===== config.mk =====
export PLATFORM = sky130hd
export DESIGN_NAME = sbsvm_mod_unit
export DESIGN_NICKNAME = d
export VERILOG_FILES = /design/src/hw/rtl/sbsvm_pkg.sv /design/src/hw/rtl/sbsvm_mod_unit.sv
export SDC_FILE = /design/constraint.sdc
export NUM_CORES = 1
export LEC_CHECK = 0
export ABC_AREA = 0
export BUFFER_PORTS_ARGS = -buffer_cell sky130_fd_sc_hd__buf_2
export CAP_MARGIN = 30
export CORE_MARGIN = 2
export CORE_UTILIZATION = 51
export DETAILED_ROUTE_END_ITERATION = 10
export PLACE_DENSITY = 0.85
export SLEW_MARGIN = 25
export SYNTH_ARGS = -nofsm -noshare
export SYNTH_HDL_FRONTEND = slang
export SYNTH_SLANG_ARGS = --single-unit

===== constraint.sdc =====
create_clock -name clk -period 2.4 [get_ports clk]
set_clock_uncertainty 0.05 [all_clocks]
set_input_delay 0.36 -clock clk [delete_from_list [all_inputs] [get_ports clk]]
set_output_delay 0.36 -clock clk [all_outputs]
set_load 0.005 [all_outputs]

===== src/hw/rtl/sbsvm_pkg.sv =====
`timescale 1ns / 1ps
package sbsvm_pkg;
    localparam int ADDR_W = 15;
    localparam int WORD_W = 16;

    typedef enum logic [2:0] {
        FAULT_NONE    = 3'd0,
        FAULT_OPCODE  = 3'd1,
        FAULT_DEST    = 3'd2,
        FAULT_EMPTY   = 3'd3,
        FAULT_MODZERO = 3'd4,
        FAULT_FULL    = 3'd5
    } fault_t;

    localparam logic [4:0] OP_HALT = 5'd0;
    localparam logic [4:0] OP_SET  = 5'd1;
    localparam logic [4:0] OP_PUSH = 5'd2;
    localparam logic [4:0] OP_POP  = 5'd3;
    localparam logic [4:0] OP_EQ   = 5'd4;
    localparam logic [4:0] OP_GT   = 5'd5;
    localparam logic [4:0] OP_JMP  = 5'd6;
    localparam logic [4:0] OP_JT   = 5'd7;
    localparam logic [4:0] OP_JF   = 5'd8;
    localparam logic [4:0] OP_ADD  = 5'd9;
    localparam logic [4:0] OP_MULT = 5'd10;
    localparam logic [4:0] OP_MOD  = 5'd11;
    localparam logic [4:0] OP_AND  = 5'd12;
    localparam logic [4:0] OP_OR   = 5'd13;
    localparam logic [4:0] OP_NOT  = 5'd14;
    localparam logic [4:0] OP_RMEM = 5'd15;
    localparam logic [4:0] OP_WMEM = 5'd16;
    localparam logic [4:0] OP_CALL = 5'd17;
    localparam logic [4:0] OP_RET  = 5'd18;
    localparam logic [4:0] OP_OUT  = 5'd19;
    localparam logic [4:0] OP_IN   = 5'd20;
    localparam logic [4:0] OP_NOOP = 5'd21;

    // register operand test
    function automatic logic is_reg(input logic [WORD_W-1:0] w);
        is_reg = (w[15:3] == 13'h1000);
    endfunction

    // divider handshake
    typedef struct packed {
        logic              start;
        logic [WORD_W-1:0] dividend;
        logic [WORD_W-1:0] divisor;
    } div_req_t;

    typedef struct packed {
        logic              done;
        logic [WORD_W-1:0] remainder;
    } div_rsp_t;
endpackage


===== src/hw/rtl/sbsvm_mod_unit.sv =====
`timescale 1ns / 1ps
module sbsvm_mod_unit (
    input  logic                 clk,
    input  logic                 rst_n,
    input  sbsvm_pkg::div_req_t  req,
    output sbsvm_pkg::div_rsp_t  rsp
);
    import sbsvm_pkg::*;

    logic [WORD_W-1:0] rem_reg, rem_next;
    logic [WORD_W-1:0] quo_reg, quo_next;
    logic [WORD_W-1:0] dsr_reg, dsr_next;
    logic [4:0]        cnt_reg, cnt_next;
    logic              busy_reg, busy_next;
    logic              done_reg, done_next;
    logic [WORD_W:0]   trial;
    logic [WORD_W:0]   shifted;

    // restoring division, one bit per cycle
    always_comb
    begin
        rem_next  = rem_reg;
        quo_next  = quo_reg;
        dsr_next  = dsr_reg;
        cnt_next  = cnt_reg;
        busy_next = busy_reg;
        done_next = 1'b0;
        shifted   = {rem_reg, quo_reg[WORD_W-1]};
        trial     = shifted - {1'b0, dsr_reg};
        if (req.start)
        begin
            rem_next  = '0;
            quo_next  = req.dividend;
            dsr_next  = req.divisor;
            cnt_next  = 5'(WORD_W);
            busy_next = 1'b1;
        end
        else if (busy_reg)
        begin
            quo_next = {quo_reg[WORD_W-2:0], 1'b0};
            if (!trial[WORD_W])
                rem_next = trial[WORD_W-1:0];
            else
                rem_next = shifted[WORD_W-1:0];
            cnt_next = cnt_reg - 5'd1;
            if (cnt_reg == 5'd1)
            begin
                busy_next = 1'b0;
                done_next = 1'b1;
            end
        end
    end

    always_ff @(posedge clk or negedge rst_n)
    begin
        if (!rst_n)
        begin
            busy_reg <= 1'b0;
            done_reg <= 1'b0;
            cnt_reg  <= '0;
        end
        else
        begin
            busy_reg <= busy_next;
            done_reg <= done_next;
            cnt_reg  <= cnt_next;
        end
    end

    always_ff @(posedge clk)
    begin
        rem_reg <= rem_next;
        quo_reg <= quo_next;
        dsr_reg <= dsr_next;
    end

    assign rsp.done      = done_reg;
    assign rsp.remainder = rem_reg;
endmodule


Word level (Yosys, flattened, before mapping):

Index checks and enable logic that the tools add are counted.

* input bits: 35
* bits in registers: 55
* word-level logic and storage cells: 21

* reduce and logical (&&, ||, !) cells: 1
* equal/unequal tests: 1
* multiplexer cells: 11
* add/sub/neg operators: 2

Operator list (count)
* $mux 16: 3
* $sub 17x16->17: 1
* $mux 5: 2
* $mux 1: 6
* $eq 5x1->1 const B: 1
* $sub 5x1->5 const B: 1
* $reduce_bool 2->1: 1

Longest topological paths before layout:

* depth after elaboration: 4
* depth in mapped cells: 11
* mapped depth without buffers: 10

Least setup slack after synthesis:

No wires, ideal clock.

* kind: register to register
* from: reg quo_reg[15]
* to: reg rem_reg[12]
* data arrival time: 2.227 ns
* setup slack: 0.037 ns
* library setup time: 0.086 ns
* stages on the path, launching flop included: 11
* path buffers: 0
* cells stage by stage: edfxtp_1 -> inv_1 -> ha_1 -> fa_1 -> nand2b_1 -> a21oi_1 -> nor2_1 -> o41ai_1 -> xor2_1 -> mux2i_1 -> a211oi_1

* word-level cells in the longest chain between the ends: 2

Ends and longest elaborated chain
* start: declaration: RTL line sbsvm_mod_unit.sv:11 `logic [WORD_W-1:0] quo_reg, quo_next;`
* start signal: assignment: RTL line sbsvm_mod_unit.sv:73 `quo_reg <= quo_next;`
* $sub 17x16->17: RTL line sbsvm_mod_unit.sv:29 `trial = shifted - {1'b0, dsr_reg};`
* $mux 16: RTL line sbsvm_mod_unit.sv:41 `if (!trial[WORD_W])`
* end signal: assignment: RTL line sbsvm_mod_unit.sv:72 `rem_reg <= rem_next;`
* end: declaration: RTL line sbsvm_mod_unit.sv:10 `logic [WORD_W-1:0] rem_reg, rem_next;`

No other way between the ends.
A chain may end at the register's enable or synchronous reset.

Worst setup path in the final report:

* from: reg dsr_reg[10]
* to: reg rem_reg[9]

* word-level cells in the longest chain between the ends: 2

Ends and longest elaborated chain
* start: declaration: RTL line sbsvm_mod_unit.sv:12 `logic [WORD_W-1:0] dsr_reg, dsr_next;`
* start signal: assignment: RTL line sbsvm_mod_unit.sv:74 `dsr_reg <= dsr_next;`
* $sub 17x16->17: RTL line sbsvm_mod_unit.sv:29
* $mux 16: RTL line sbsvm_mod_unit.sv:41

No other way between the ends.

==> results.yml <==
outcome:
  status: "complete, but fails checks"
  violations: "setup timing"
drt:
  wire_per_inst_um: 17.7
  drt-total-wl_um: 7830
  drt_iter0_markers: 278
  vias: 2570
  antenna_left: 0
  viasPerCell: 5.81
  drc_errors: 0
  first_pass_iters: 5
sta:
  rsz0062_at_grt: "true"
  period_minus_slack_ns: 2.54
  setup_viol: 16
  fin_crit_sh: 1.06
  worstMarginPinSlew_ns: 0.498
  max_freq_mhz: 394
  hold_viol_final: 0
  max_slew_margin: 0.666
  final.setup.worst_slack_ns: -0.139
  finalMaxSlewViolations: 0
layout:
  seqCellArea_um2: 1460
  fin_nets: 420
  n_antenna_cell: 0
  nFillCells: 394
  multi_input_area_um2: 1640
  fin_util: 0.670
  area_growth_pct: 28.7
  layout-drive-gt1-share: 0.390
yosys:
  post_synth_instance_area_um2: 3050
  synthesis.nets: 341
  seq_area_frac_synth: 0.478
  yosys-top-cells-area: "edfxtp_1 (32%), dfxtp_1 (11%), ha_1 (7.4%), dfrtp_1 (5.7%), mux2_2 (5.5%)"
  ys_warn_count: 0
  ys.flop_type: "edfxtp_1"
  synth_mux_area_frac: 0.0949
  yosys.cell_count.top_type: "edfxtp_1"
  yosys.area_share.simple: 0.120
  syn_inst: 287
  synth_compound_area_frac: 0.127
  synth_seq_cells: 55
  netlist.area_leader.share: 0.315
  synth_edf_count: 32
  synth_fa_ha_area_frac: 0.0805
  ys_top_cells_by_count: "edfxtp_1 (32), nor2_1 (27), inv_1 (22)"
  synth_xor_xnor_area_share: 0.0517
  synth_top_family_by_area: "compound AO/OA/AOI/OAI gates"
  synth_top_area_cell: "edfxtp_1"
  avgSynthCellArea_um2: 10.6
  synthArstFlopShare: 0.127
  yosysUniqueCellTypes: 46
floorplanning:
  core_area_um2: 5850
  start_util: 0.521
  dieArea_um2: 6610
  die_height_um: 81.3
  rows: 28
  ios: 52
  die_w_um: 81.3
cts:
  clock_sinks: 55
  clock_path_buffers: 2
  clk_pin_slew_ns: 0.11
  cts_made_buffers: 5
  cts_max_level: 2
  clkLatencyLatePin_ns: 0.32
  cts_tree: "yes"
  cts_root_buf: "clkbuf_8"
global_route:
  antenna_found_initial: 0
  grt_overflow: 0
  grt_pass1_vias: 2370
  grt_pass1_wl_um: 10800
  grt_max_degree: 27
  grt_usage: 0.212
placement:
  hpwl_um: 4530
  io_buffers: 51
  place_congestion: 0.829
  post-place-ws_ns: -0.205
critical_path:
  crit_required_ns: 2.56
  path_class: "flip-flop to flip-flop"
  crit_fanout: 5
  cp-end-kind: "flip-flop"
  startpoint_type: "flip-flop"
  arrival_ns: 2.70
power:
  ir_worst_vdd_uv: 576
  p_leak_nw: 1.65
  p_per_area_nw_per_um2: 1140
flow_run:
  drv_cap: 0
min_path:
  hold_path.class: "input port to flip-flop"
-- repair_timing --
item	CTS	global route
setup buffers	5	8
hold buffers	1	0
endpoints found under the hold margin	7	0
gates resized for setup	14	36
gates cloned	1	0
setup endpoints to repair	16	16
pin swaps	13	17
-- worst max-delay path: stages, from the launching register on --
cell      delay, ns
edfxtp_1       0.37
inv_1          0.08
ha_1           0.37
nand2_2        0.11
buf_4          0.17
o21a_4         0.21
nor2_1         0.21
nor4b_4        0.10
nor3_4         0.18
buf_6          0.14
buf_8          0.12
mux2i_1        0.22
a211oi_1       0.10
-- layout make-up --
class                           count  share of cell area
Inverter                           23              0.0220
Timing Repair Buffer               84               0.138
Tap cell                           75              0.0239
Sequential cell                    55               0.373
Clock inverter                      2             0.00415
Clock buffer                        6              0.0211
Multi-Input combinational cell    197               0.418
-- through the flow --
step / std cells / area (µm²) / power (mW) / setup TNS (ns) / hold WS [ns]
after CTS: 434 / 3690 / 3.98 / -0.571 / 0.158
after global placement: 419 / 3470 / 3.19 / -0.738 / 0.147
final: 442 / 3920 / 4.48 / -1.54 / 0.154
after global routing: 442 / 3920 / 4.71 / -2.54 / 0.159
after detailed placement: 419 / 3470 / 3.26 / -2.30 / 0.151
after floorplan: 287 / 3050 / 2.70 / 0 / 0.0144
-- cell usage in the layout (no fill, tap or decap), drive strengths merged, types with 3 or more instances in the layout --
cell type / count
a211oi: 14
ha: 18
mux2: 15
inv: 22
mux2i: 12
nand4b: 3
nor2b: 3
nor2: 27
o21ai: 12
nand2: 20
buf: 83
nor3: 3
xor2: 8
dfrtp: 7
a21oi: 17
nand2b: 4
xnor2: 10
dfxtp: 16
clkbuf: 6
edfxtp: 32
-- cells by family (layout without fill, tap and decap cells) --
| group | count (synthesis) | in the layout |
|---|---|---|
| flip-flops | 55 | 55 |
| AND/OR/NAND/NOR | 74 | 74 |
| multiplexers | 27 | 27 |
| AO/OA/AOI/OAI | 59 | 59 |
| XOR/XNOR | 18 | 18 |
| adder cells (fa/ha/maj) | 19 | 19 |
| buffers and inverters | 35 | 115 |
-- path summary, 6_finish.rpt --
check / startpoint / to / slack [ns] / cells past startpoint
hold / removal: req[12] / dsr_reg[12] / 0.15 / 1
hold reg to reg: cnt_reg[4] / cnt_reg[4] / 0.48 / 2
setup reg to reg: dsr_reg[10] / rem_reg[9] / -0.14 / 12
max in group asynchronous: rst_n / cnt_reg[2] / 1.80 / 2
min in group asynchronous: rst_n / busy_reg / 0.34 / 2
setup / recovery: dsr_reg[10] / rem_reg[9] / -0.14 / 12
-- report_power, final --
part / total, mW / internal (mW) / switching [mW]
Combinational: 2.49 / 1.23 / 1.25
Sequential: 1.43 / 1.23 / 0.207
Clock: 0.560 / 0.236 / 0.324
-- per-layer routing --
| layer | routed length (µm) | GRT usage | vias up | part of all wire |
|---|---|---|---|---|
| li1 | - | - | 1189 | - |
| met1 | 3100 | 0.263 | 1201 | 0.40 |
| met2 | 3880 | 0.371 | 147 | 0.49 |
| met3 | 548 | 0.0411 | 33 | 0.070 |
| met4 | 311 | 0.0678 | 0 | 0.040 |
| met5 | 0 | 0 | - | 0 |
Note: power is estimated with default switching activity, not from simulation.
